### src/rtl/ius_pkg.sv
// Shared types, constants and helper functions of the interpolating upsampler.
// No dependencies; every other file of the block imports this package.
package ius_pkg;

    // Largest number of output frames per source sample.
    localparam int MAX_FACTOR = 64;
    localparam int FACTOR_W   = $clog2(MAX_FACTOR + 1);
    localparam int REM_W      = $clog2(MAX_FACTOR);

    // Fixed widths of the sample path and the configuration port.
    localparam int SAMPLE_W   = 16;
    localparam int CFG_FACT_W = 7;
    localparam int CFG_RES_W  = 5;
    localparam int CFG_DATA_W = 16;
    localparam int CFG_IDX_W  = 2;

    // Divider retires this many quotient bits per cycle.
    localparam int DIV_BITS_PER_CYCLE = 4;
    localparam int DIV_CYCLES         = SAMPLE_W / DIV_BITS_PER_CYCLE;
    localparam int DIV_CNT_W          = $clog2(DIV_CYCLES);

    // Register indexes of the configuration port.
    localparam logic [CFG_IDX_W-1:0] CFG_IDX_FACTOR = 2'd0;
    localparam logic [CFG_IDX_W-1:0] CFG_IDX_RES    = 2'd1;
    localparam logic [CFG_IDX_W-1:0] CFG_IDX_XOR    = 2'd2;

    // Reset values of the configuration registers.
    localparam logic [CFG_FACT_W-1:0] FACTOR_RESET = 7'd6;
    localparam logic [CFG_RES_W-1:0]  RES_RESET    = 5'd16;
    localparam logic [SAMPLE_W-1:0]   XOR_RESET    = 16'h0000;

    // Crush is active only for resolutions 1 through 15.
    localparam logic [CFG_RES_W-1:0] RES_MIN = 5'd1;
    localparam logic [CFG_RES_W-1:0] RES_MAX = 5'd15;

    // Configuration register set.
    typedef struct packed {
        logic [CFG_FACT_W-1:0] upsample_factor;
        logic [CFG_RES_W-1:0]  resolution_bits;
        logic [SAMPLE_W-1:0]   xor_pattern;
    } cfg_t;

    // One queued run: start value, per-frame step and frame count.
    typedef struct packed {
        logic [SAMPLE_W-1:0] prev;
        logic [SAMPLE_W-1:0] step;
        logic [FACTOR_W-1:0] factor;
    } run_t;

    // Queue control driven by the front part.
    typedef struct packed {
        logic push;
    } q_ctrl_t;

    // Factor zero acts as one; large factors saturate.
    function automatic logic [FACTOR_W-1:0] eff_factor(input logic [CFG_FACT_W-1:0] f);
        logic [FACTOR_W-1:0] r;
        if (f == '0)
        begin
            r = FACTOR_W'(1);
        end
        else if (32'(f) > MAX_FACTOR)
        begin
            r = FACTOR_W'(MAX_FACTOR);
        end
        else
        begin
            r = FACTOR_W'(f);
        end
        return r;
    endfunction

    // Clear low bits as the resolution asks, then apply the XOR pattern.
    function automatic logic [SAMPLE_W-1:0] crush(input logic [SAMPLE_W-1:0] v,
                                                  input logic [CFG_RES_W-1:0] res,
                                                  input logic [SAMPLE_W-1:0] pat);
        logic [SAMPLE_W-1:0]  m;
        logic [CFG_RES_W-1:0] clr;
        m   = v;
        clr = RES_MAX - res;
        if (res >= RES_MIN && res <= RES_MAX)
        begin
            m = v & ({SAMPLE_W{1'b1}} << clr);
        end
        return m ^ pat;
    endfunction

endpackage

### src/rtl/interpolating_upsampler_bitcrusher_top.sv
// Top level of the interpolating upsampler with bit crusher: configuration
// registers, front divider, run queue and frame generator. Uses ius_pkg.
//
//   Beat     | Handshake                   | Payload
//   ---------+-----------------------------+-------------------------------
//   sample   | sample_valid / sample_stall | source_sample
//   frame    | frame_valid / frame_stall   | stereo_frame, last_of_run
//   config   | cfg_we                      | cfg_index, cfg_data
//
// A source sample is accepted, divided in the radix-16 divider and pushed to
// the run queue; the next one is taken no earlier than that push. The back part
// sends F frames (F = effective factor), one per cycle while not stalled.
// A two-entry run queue lets the divider run ahead while frames are stalled.
// Reset is asynchronous; no clearing pass is needed after it.
module interpolating_upsampler_bitcrusher_top
    import ius_pkg::*;
(
    input  logic                       clk,
    input  logic                       rst_n,
    input  logic                       sample_valid,
    output logic                       sample_stall,
    input  logic signed [SAMPLE_W-1:0] source_sample,
    output logic                       frame_valid,
    input  logic                       frame_stall,
    output logic [2*SAMPLE_W-1:0]      stereo_frame,
    output logic                       last_of_run,
    input  logic                       cfg_we,
    input  logic [CFG_IDX_W-1:0]       cfg_index,
    input  logic [CFG_DATA_W-1:0]      cfg_data
);

    cfg_t    cfg_reg;
    q_ctrl_t q_ctrl;
    run_t    wr_run;
    run_t    rd_run;
    logic    q_full;
    logic    rd_valid;
    logic    pop;

    // Configuration registers.
    always_ff @(posedge clk or negedge rst_n)
    begin
        if (!rst_n)
        begin
            cfg_reg.upsample_factor <= FACTOR_RESET;
            cfg_reg.resolution_bits <= RES_RESET;
            cfg_reg.xor_pattern     <= XOR_RESET;
        end
        else if (cfg_we)
        begin
            case (cfg_index)
                CFG_IDX_FACTOR: cfg_reg.upsample_factor <= cfg_data[CFG_FACT_W-1:0];
                CFG_IDX_RES:    cfg_reg.resolution_bits <= cfg_data[CFG_RES_W-1:0];
                CFG_IDX_XOR:    cfg_reg.xor_pattern     <= cfg_data[SAMPLE_W-1:0];
                default:        cfg_reg                 <= cfg_reg;
            endcase
        end
    end

    ius_front u_front (
        .clk           (clk),
        .rst_n         (rst_n),
        .sample_valid  (sample_valid),
        .sample_stall  (sample_stall),
        .source_sample (source_sample),
        .cfg           (cfg_reg),
        .q_full        (q_full),
        .q_ctrl        (q_ctrl),
        .run           (wr_run)
    );

    ius_fifo u_fifo (
        .clk      (clk),
        .rst_n    (rst_n),
        .q_ctrl   (q_ctrl),
        .wr_run   (wr_run),
        .full     (q_full),
        .pop      (pop),
        .rd_valid (rd_valid),
        .rd_run   (rd_run)
    );

    ius_back u_back (
        .clk          (clk),
        .rst_n        (rst_n),
        .cfg          (cfg_reg),
        .rd_valid     (rd_valid),
        .rd_run       (rd_run),
        .pop          (pop),
        .frame_valid  (frame_valid),
        .frame_stall  (frame_stall),
        .stereo_frame (stereo_frame),
        .last_of_run  (last_of_run)
    );

endmodule

### src/rtl/ius_front.sv
// Front part: accepts source samples, tracks previous and current sample and
// divides their difference by the factor in an iterative divider. Uses ius_pkg.
module ius_front
    import ius_pkg::*;
(
    input  logic                       clk,
    input  logic                       rst_n,
    input  logic                       sample_valid,
    output logic                       sample_stall,
    input  logic signed [SAMPLE_W-1:0] source_sample,
    input  cfg_t                       cfg,
    input  logic                       q_full,
    output q_ctrl_t                    q_ctrl,
    output run_t                       run
);

    typedef enum logic [1:0] {
        ST_IDLE,
        ST_DIV,
        ST_PUSH
    } state_t;

    state_t               state_reg;
    logic [SAMPLE_W-1:0]  prev_reg;
    logic [SAMPLE_W-1:0]  cur_reg;
    logic                 neg_reg;
    logic [SAMPLE_W-1:0]  quo_reg;
    logic [REM_W-1:0]     rem_reg;
    logic [FACTOR_W-1:0]  fact_reg;
    logic [DIV_CNT_W-1:0] cnt_reg;

    logic                 accept;
    logic                 push;
    logic [SAMPLE_W:0]    diff;
    logic [SAMPLE_W-1:0]  mag;
    logic [SAMPLE_W-1:0]  quo_next;
    logic [REM_W-1:0]     rem_next;
    logic [SAMPLE_W-1:0]  step;

    // Accept in idle, or while the finished run leaves for the queue.
    assign push         = (state_reg == ST_PUSH) && !q_full;
    assign sample_stall = !((state_reg == ST_IDLE) || push);
    assign accept       = sample_valid && !sample_stall;

    // Signed difference of the new and the current sample, and its magnitude.
    assign diff = {source_sample[SAMPLE_W-1], source_sample} - {cur_reg[SAMPLE_W-1], cur_reg};
    assign mag  = diff[SAMPLE_W] ? SAMPLE_W'(-diff) : diff[SAMPLE_W-1:0];

    // Restoring division, several quotient bits per cycle.
    always_comb
    begin
        logic [REM_W:0]      trial;
        logic [REM_W:0]      r;
        logic [SAMPLE_W-1:0] q;
        r = {1'b0, rem_reg};
        q = quo_reg;
        for (int i = 0; i < DIV_BITS_PER_CYCLE; i++)
        begin
            trial = {r[REM_W-1:0], q[SAMPLE_W-1]};
            q     = {q[SAMPLE_W-2:0], 1'b0};
            if (trial >= (REM_W+1)'(fact_reg))
            begin
                r    = trial - (REM_W+1)'(fact_reg);
                q[0] = 1'b1;
            end
            else
            begin
                r = trial;
            end
        end
        rem_next = r[REM_W-1:0];
        quo_next = q;
    end

    // Truncation toward zero: divide the magnitude, then restore the sign.
    assign step = neg_reg ? SAMPLE_W'(-quo_reg) : quo_reg;

    assign q_ctrl.push = push;
    assign run.prev    = prev_reg;
    assign run.step    = step;
    assign run.factor  = fact_reg;

    // Sequencer and sample history.
    always_ff @(posedge clk or negedge rst_n)
    begin
        if (!rst_n)
        begin
            state_reg <= ST_IDLE;
            prev_reg  <= '0;
            cur_reg   <= '0;
            neg_reg   <= 1'b0;
            quo_reg   <= '0;
            rem_reg   <= '0;
            fact_reg  <= FACTOR_W'(1);
            cnt_reg   <= '0;
        end
        else
        begin
            case (state_reg)
                ST_IDLE, ST_PUSH:
                begin
                    if (accept)
                    begin
                        prev_reg  <= cur_reg;
                        cur_reg   <= source_sample;
                        neg_reg   <= diff[SAMPLE_W];
                        quo_reg   <= mag;
                        rem_reg   <= '0;
                        fact_reg  <= eff_factor(cfg.upsample_factor);
                        cnt_reg   <= '0;
                        state_reg <= ST_DIV;
                    end
                    else if (push)
                    begin
                        state_reg <= ST_IDLE;
                    end
                end
                ST_DIV:
                begin
                    quo_reg <= quo_next;
                    rem_reg <= rem_next;
                    cnt_reg <= cnt_reg + DIV_CNT_W'(1);
                    if (cnt_reg == DIV_CNT_W'(DIV_CYCLES - 1))
                    begin
                        state_reg <= ST_PUSH;
                    end
                end
                default:
                begin
                    state_reg <= ST_IDLE;
                end
            endcase
        end
    end

endmodule

### src/rtl/ius_fifo.sv
// Two-entry queue of interpolation runs between front and back parts.
// Uses run_t and q_ctrl_t from ius_pkg.
module ius_fifo
    import ius_pkg::*;
(
    input  logic    clk,
    input  logic    rst_n,
    input  q_ctrl_t q_ctrl,
    input  run_t    wr_run,
    output logic    full,
    input  logic    pop,
    output logic    rd_valid,
    output run_t    rd_run
);

    run_t       mem [2];
    logic       wr_ptr_reg;
    logic       rd_ptr_reg;
    logic [1:0] count_reg;

    assign full     = (count_reg == 2'd2);
    assign rd_valid = (count_reg != 2'd0);
    assign rd_run   = mem[rd_ptr_reg];

    // Entry storage.
    always_ff @(posedge clk)
    begin
        if (q_ctrl.push)
        begin
            mem[wr_ptr_reg] <= wr_run;
        end
    end

    // Pointers and fill count.
    always_ff @(posedge clk or negedge rst_n)
    begin
        if (!rst_n)
        begin
            wr_ptr_reg <= 1'b0;
            rd_ptr_reg <= 1'b0;
            count_reg  <= 2'd0;
        end
        else
        begin
            if (q_ctrl.push)
            begin
                wr_ptr_reg <= !wr_ptr_reg;
            end
            if (pop)
            begin
                rd_ptr_reg <= !rd_ptr_reg;
            end
            if (q_ctrl.push && !pop)
            begin
                count_reg <= count_reg + 2'd1;
            end
            else if (pop && !q_ctrl.push)
            begin
                count_reg <= count_reg - 2'd1;
            end
        end
    end

endmodule

### src/rtl/ius_back.sv
// Back part: walks each queued run one frame per cycle unless stalled, crushes
// the value and holds the stereo frame in an output register. Uses ius_pkg.
module ius_back
    import ius_pkg::*;
(
    input  logic                  clk,
    input  logic                  rst_n,
    input  cfg_t                  cfg,
    input  logic                  rd_valid,
    input  run_t                  rd_run,
    output logic                  pop,
    output logic                  frame_valid,
    input  logic                  frame_stall,
    output logic [2*SAMPLE_W-1:0] stereo_frame,
    output logic                  last_of_run
);

    logic                  active_reg;
    logic [SAMPLE_W-1:0]   acc_reg;
    logic [SAMPLE_W-1:0]   step_reg;
    logic [FACTOR_W-1:0]   left_reg;
    logic                  out_valid_reg;
    logic [2*SAMPLE_W-1:0] frame_reg;
    logic                  last_reg;

    logic                  out_free;
    logic                  emit;
    logic                  final_frame;
    logic [SAMPLE_W-1:0]   crushed;

    // A frame leaves the run when the output register is free.
    assign out_free    = !out_valid_reg || !frame_stall;
    assign emit        = active_reg && out_free;
    assign final_frame = (left_reg == FACTOR_W'(1));
    assign pop         = rd_valid && (!active_reg || (emit && final_frame));
    assign crushed     = crush(acc_reg, cfg.resolution_bits, cfg.xor_pattern);

    assign frame_valid  = out_valid_reg;
    assign stereo_frame = frame_reg;
    assign last_of_run  = last_reg;

    // Run walker and output register.
    always_ff @(posedge clk or negedge rst_n)
    begin
        if (!rst_n)
        begin
            active_reg    <= 1'b0;
            acc_reg       <= '0;
            step_reg      <= '0;
            left_reg      <= '0;
            out_valid_reg <= 1'b0;
            frame_reg     <= '0;
            last_reg      <= 1'b0;
        end
        else
        begin
            if (pop)
            begin
                active_reg <= 1'b1;
                acc_reg    <= rd_run.prev;
                step_reg   <= rd_run.step;
                left_reg   <= rd_run.factor;
            end
            else if (emit)
            begin
                acc_reg    <= acc_reg + step_reg;
                left_reg   <= left_reg - FACTOR_W'(1);
                active_reg <= !final_frame;
            end

            if (out_free)
            begin
                out_valid_reg <= emit;
                if (emit)
                begin
                    frame_reg <= {crushed, crushed};
                    last_reg  <= final_frame;
                end
            end
        end
    end

endmodule

### config.mk
export PLATFORM = sky130hd
export DESIGN_NAME = interpolating_upsampler_bitcrusher_top
export DESIGN_NICKNAME = d
export VERILOG_FILES = /design/src/rtl/ius_pkg.sv /design/src/rtl/interpolating_upsampler_bitcrusher_top.sv /design/src/rtl/ius_front.sv /design/src/rtl/ius_fifo.sv /design/src/rtl/ius_back.sv
export SDC_FILE = /design/constraint.sdc
export NUM_CORES = 1
export LEC_CHECK = 0
export BUFFER_PORTS_ARGS = -buffer_cell sky130_fd_sc_hd__buf_2
export CAP_MARGIN = 20
export CORE_UTILIZATION = 60
export CTS_BUF_LIST = sky130_fd_sc_hd__clkbuf_16
export DETAILED_ROUTE_END_ITERATION = 10
export GPL_TIMING_DRIVEN = 0
export PLACE_DENSITY_LB_ADDON = 0.2
export SYNTH_ARGS = -nofsm -noshare
export SYNTH_HDL_FRONTEND = slang
export SYNTH_HIERARCHICAL = 1
export SYNTH_SLANG_ARGS = --single-unit
### constraint.sdc
create_clock -name clk -period 13.55 [get_ports clk]
set_input_delay 0.6775 -clock clk [delete_from_list [all_inputs] [get_ports clk]]
set_output_delay 0.6775 -clock clk [all_outputs]
set_load 0.03 [all_outputs]
==> key figures <==
Timing
  – Pins Over Slew Limit: 0
  – Min cycle time layout: 8.745 ns
  – Fmax: 0.1144 GHz
  – Layout Skew: 0.01072 ns
  – Setup violators final: 0
  – Final setup TNS: 0 ns
  – Fin crit share: 0.6454
  – Unrepaired setup endpoints after global routing: false
  – Slew @ Worst Pin: 0.9368 ns
  – Rel. slew slack: 0.3754
  – Hold Violations, Final: 0

Synth
  – Seq/Total Area, Yosys: 0.4696
  – Ys flop type: dfrtp_1
  – Post-Syn Area: 13310 sq um
  – EDFF count, synth: 78
  – Yosys Warn Count: 6
  – Main area contributors after synthesis: dfrtp_1 (29%), edfxtp_1 (18%), mux2_2 (6.9%), ha_1 (6.1%), nand2_1 (4.2%)
  – Cell count after synthesis: 1266
  – Synth area leader: dfrtp_1
  – FF+latch count, synth: 234
  – Synth Net Count: 1376
  – Syn avg cell area: 10.51 sq um
  – Synth async-reset ratio: 0.6667
  – Post-synth cell types: 86
  – Share of the synthesized area in the top cell type: 0.2857

Clocking
  – Clock sinks: 234
  – CTS Hold Bufs: 0
  – Clock buffer depth: 3
  – CTS tree: done
  – Post-cts sizing count: 0
  – Num CTS Buffers: 26
  – Reg clk slew, reported paths: 0.06 ns
  – Postcts setup bufs: 0
  – Clock Latency Late Sink: 0.52 ns
  – Number of H-tree levels: 1
  – Root buffer cell: clkbuf_16

Critical path
  – Slowest CP cell: dfrtp_1
  – Cell family with most CP delay: compound AO/OA/AOI/OAI gates
  – Worst EP required: 13.99 ns
  – Max stage delay on crit path: 0.68 ns
  – CP max FO: 10
  – CP dominant cell by count: a21boi_1
  – CP Buf/Inv Count: 4
  – WS Path Type: flop to flop
  – Critical Path AT: 9.19 ns
  – Crit path capture type: flop
  – CP Launch Type: flop

Layout
  – Register area: 6251 sq um
  – Ant diodes: 0
  – Max reg flops: 78
  – Fillers: 1685
  – Final #Nets: 1479
  – P&R area growth vs syn: 12.26%
  – Layout cell share with drive strength beyond 1: 0.2030
  – Multi-input gate area: 6432 sq um

Global route
  – Number of global-route vias before repair: 9683
  – Total GRT Usage: 0.2827
  – Initial antenna violation count: 0
  – First-pass GRT wire length: 50060 um
  – Grt total ovfl: 0
  – Largest net degree at the start of global routing: 100

Routing
  – DRT Pass-1 Iters: 5
  – DRC: 0
  – DR vias: 9907
  – ANT nets after route: 0
  – Routed WL per cell: 18.55 um
  – Final wirelength: 30960 um
  – Via/cell ratio: 5.936
  – Initial DRC Count: 514

Die
  – Total I/O pin count: 74
  – CORE AREA: 21760 sq um
  – Die Height: 151.0 um
  – Die Area: 22790 sq um
  – Initial Util: 0.6119
  – Core Rows: 54
  – DIE WIDTH: 151.0 um

Flow run
  – Max-Cap Viols: 0

Outcome
  – Status: finished, final reports clean

Place
  – IO buf count: 73
  – Detailed placer's ending HPWL: 22800 um
  – Placer Congestion: 0.8952

Worst hold path
  – Hold Crit Class: input port to asynchronous set/reset pin
[worst paths after layout]
path / end / slack, ns / cells after the start / startpoint
setup reg to reg: u_front/rem_reg[0] / 4.81 / 35 / u_front/fact_reg[1]
hold reg to reg: u_fifo/mem[0][28] / 0.47 / 0 / u_front/prev_reg[5]
max in group asynchronous: u_front/cur_reg[6] / 12.52 / 2 / rst_n
hold / removal: u_back/stereo_frame[29] / 0.10 / 1 / rst_n
min in group clk: cfg_reg[15] / 0.38 / 2 / cfg_data[15]
setup / recovery: u_front/rem_reg[0] / 4.81 / 35 / u_front/fact_reg[1]
[through the flow]
| stage | hold WS (ns) | utilization | instance area, sq um | instances | setup WS, ns |
|---|---|---|---|---|---|
| 2_1_floorplan | 0.3819 | - | 13310 | 1266 | 6.329 |
| 3_3_place_gp | 0.4494 | 0.6448 | 14030 | 1619 | 5.123 |
| 3_5_place_dp | 0.4614 | 0.6476 | 14090 | 1621 | 4.986 |
| 4_1_cts | 0.1310 | 0.6869 | 14940 | 1669 | 4.926 |
| 5_1_grt | 0.1461 | 0.6869 | 14940 | 1669 | 4.200 |
| 6_report | 0.1044 | 0.6869 | 14940 | 1669 | 4.805 |
[placed cells by master, fill, tap and decap left out, types with 7 or more instances in the layout]
| cell | instances |
|---|---|
| a22oi_1 | 13 |
| clkbuf_16 | 28 |
| xnor2_1 | 44 |
| nand2_1 | 150 |
| a211oi_1 | 7 |
| o31ai_1 | 12 |
| nand2b_1 | 17 |
| nor2b_1 | 15 |
| inv_1 | 66 |
| nor3_1 | 38 |
| xor2_1 | 25 |
| a31oi_1 | 9 |
| o21a_1 | 10 |
| mux2i_1 | 9 |
| ha_1 | 65 |
| nand4_1 | 11 |
| buf_4 | 20 |
| buf_2 | 81 |
| mux2_4 | 11 |
| clkbuf_1 | 26 |
| a21oi_1 | 49 |
| mux2_2 | 82 |
| edfxtp_1 | 78 |
| o21ai_0 | 95 |
| buf_6 | 10 |
| nand3_1 | 19 |
| nor2_1 | 67 |
| a21o_1 | 13 |
| o21ai_1 | 20 |
| dfrtp_1 | 152 |
| or3_1 | 9 |
| o221ai_1 | 7 |
[layer usage]
metal,GRT usage,vias to the layer above,wire (um)
met2,0.4725,243,14890
met5,0,-,0
met3,0.03163,61,1208
met4,0.1115,0,1075
li1,-,4742,-
met1,0.3774,4861,13790
[cells in the mapped netlist, types with 16 or more instances]
cell / n
a21oi_1: 49
buf_4: 20
clkbuf_1: 26
dfrtp_1: 152
edfxtp_1: 78
ha_1: 65
inv_1: 61
mux2_2: 82
nand2_1: 150
nand2b_1: 17
nand3_1: 19
nor2_1: 67
nor2b_1: 16
nor3_1: 38
o21ai_0: 95
o21ai_1: 20
xnor2_1: 44
xor2_1: 25
[layout make-up]
type	count	area share
tap	280	0.02344
buffer	66	0.02688
inverter	62	0.01574
clock inverter	20	0.01022
clock buffer	28	0.04689
timing repair buffer	75	0.02805
sequential	234	0.4183
multi-input combinational	904	0.4305
[kinds of logic (layout without fill, tap and decap cells)]
kind of cell,after synthesis,after routing,synth area share
flops,234,234,0.4696
xor+xnor,69,69,0.04540
fa+ha+maj,71,71,0.07012
compound gates,294,294,0.1453
mux,102,102,0.08854
buf+inv,128,251,0.04784
simple gates,368,368,0.1332
Power is left out: the tool's default activity adds up to more than one toggle a clock period on the data nets, which glitch-free logic cannot reach.
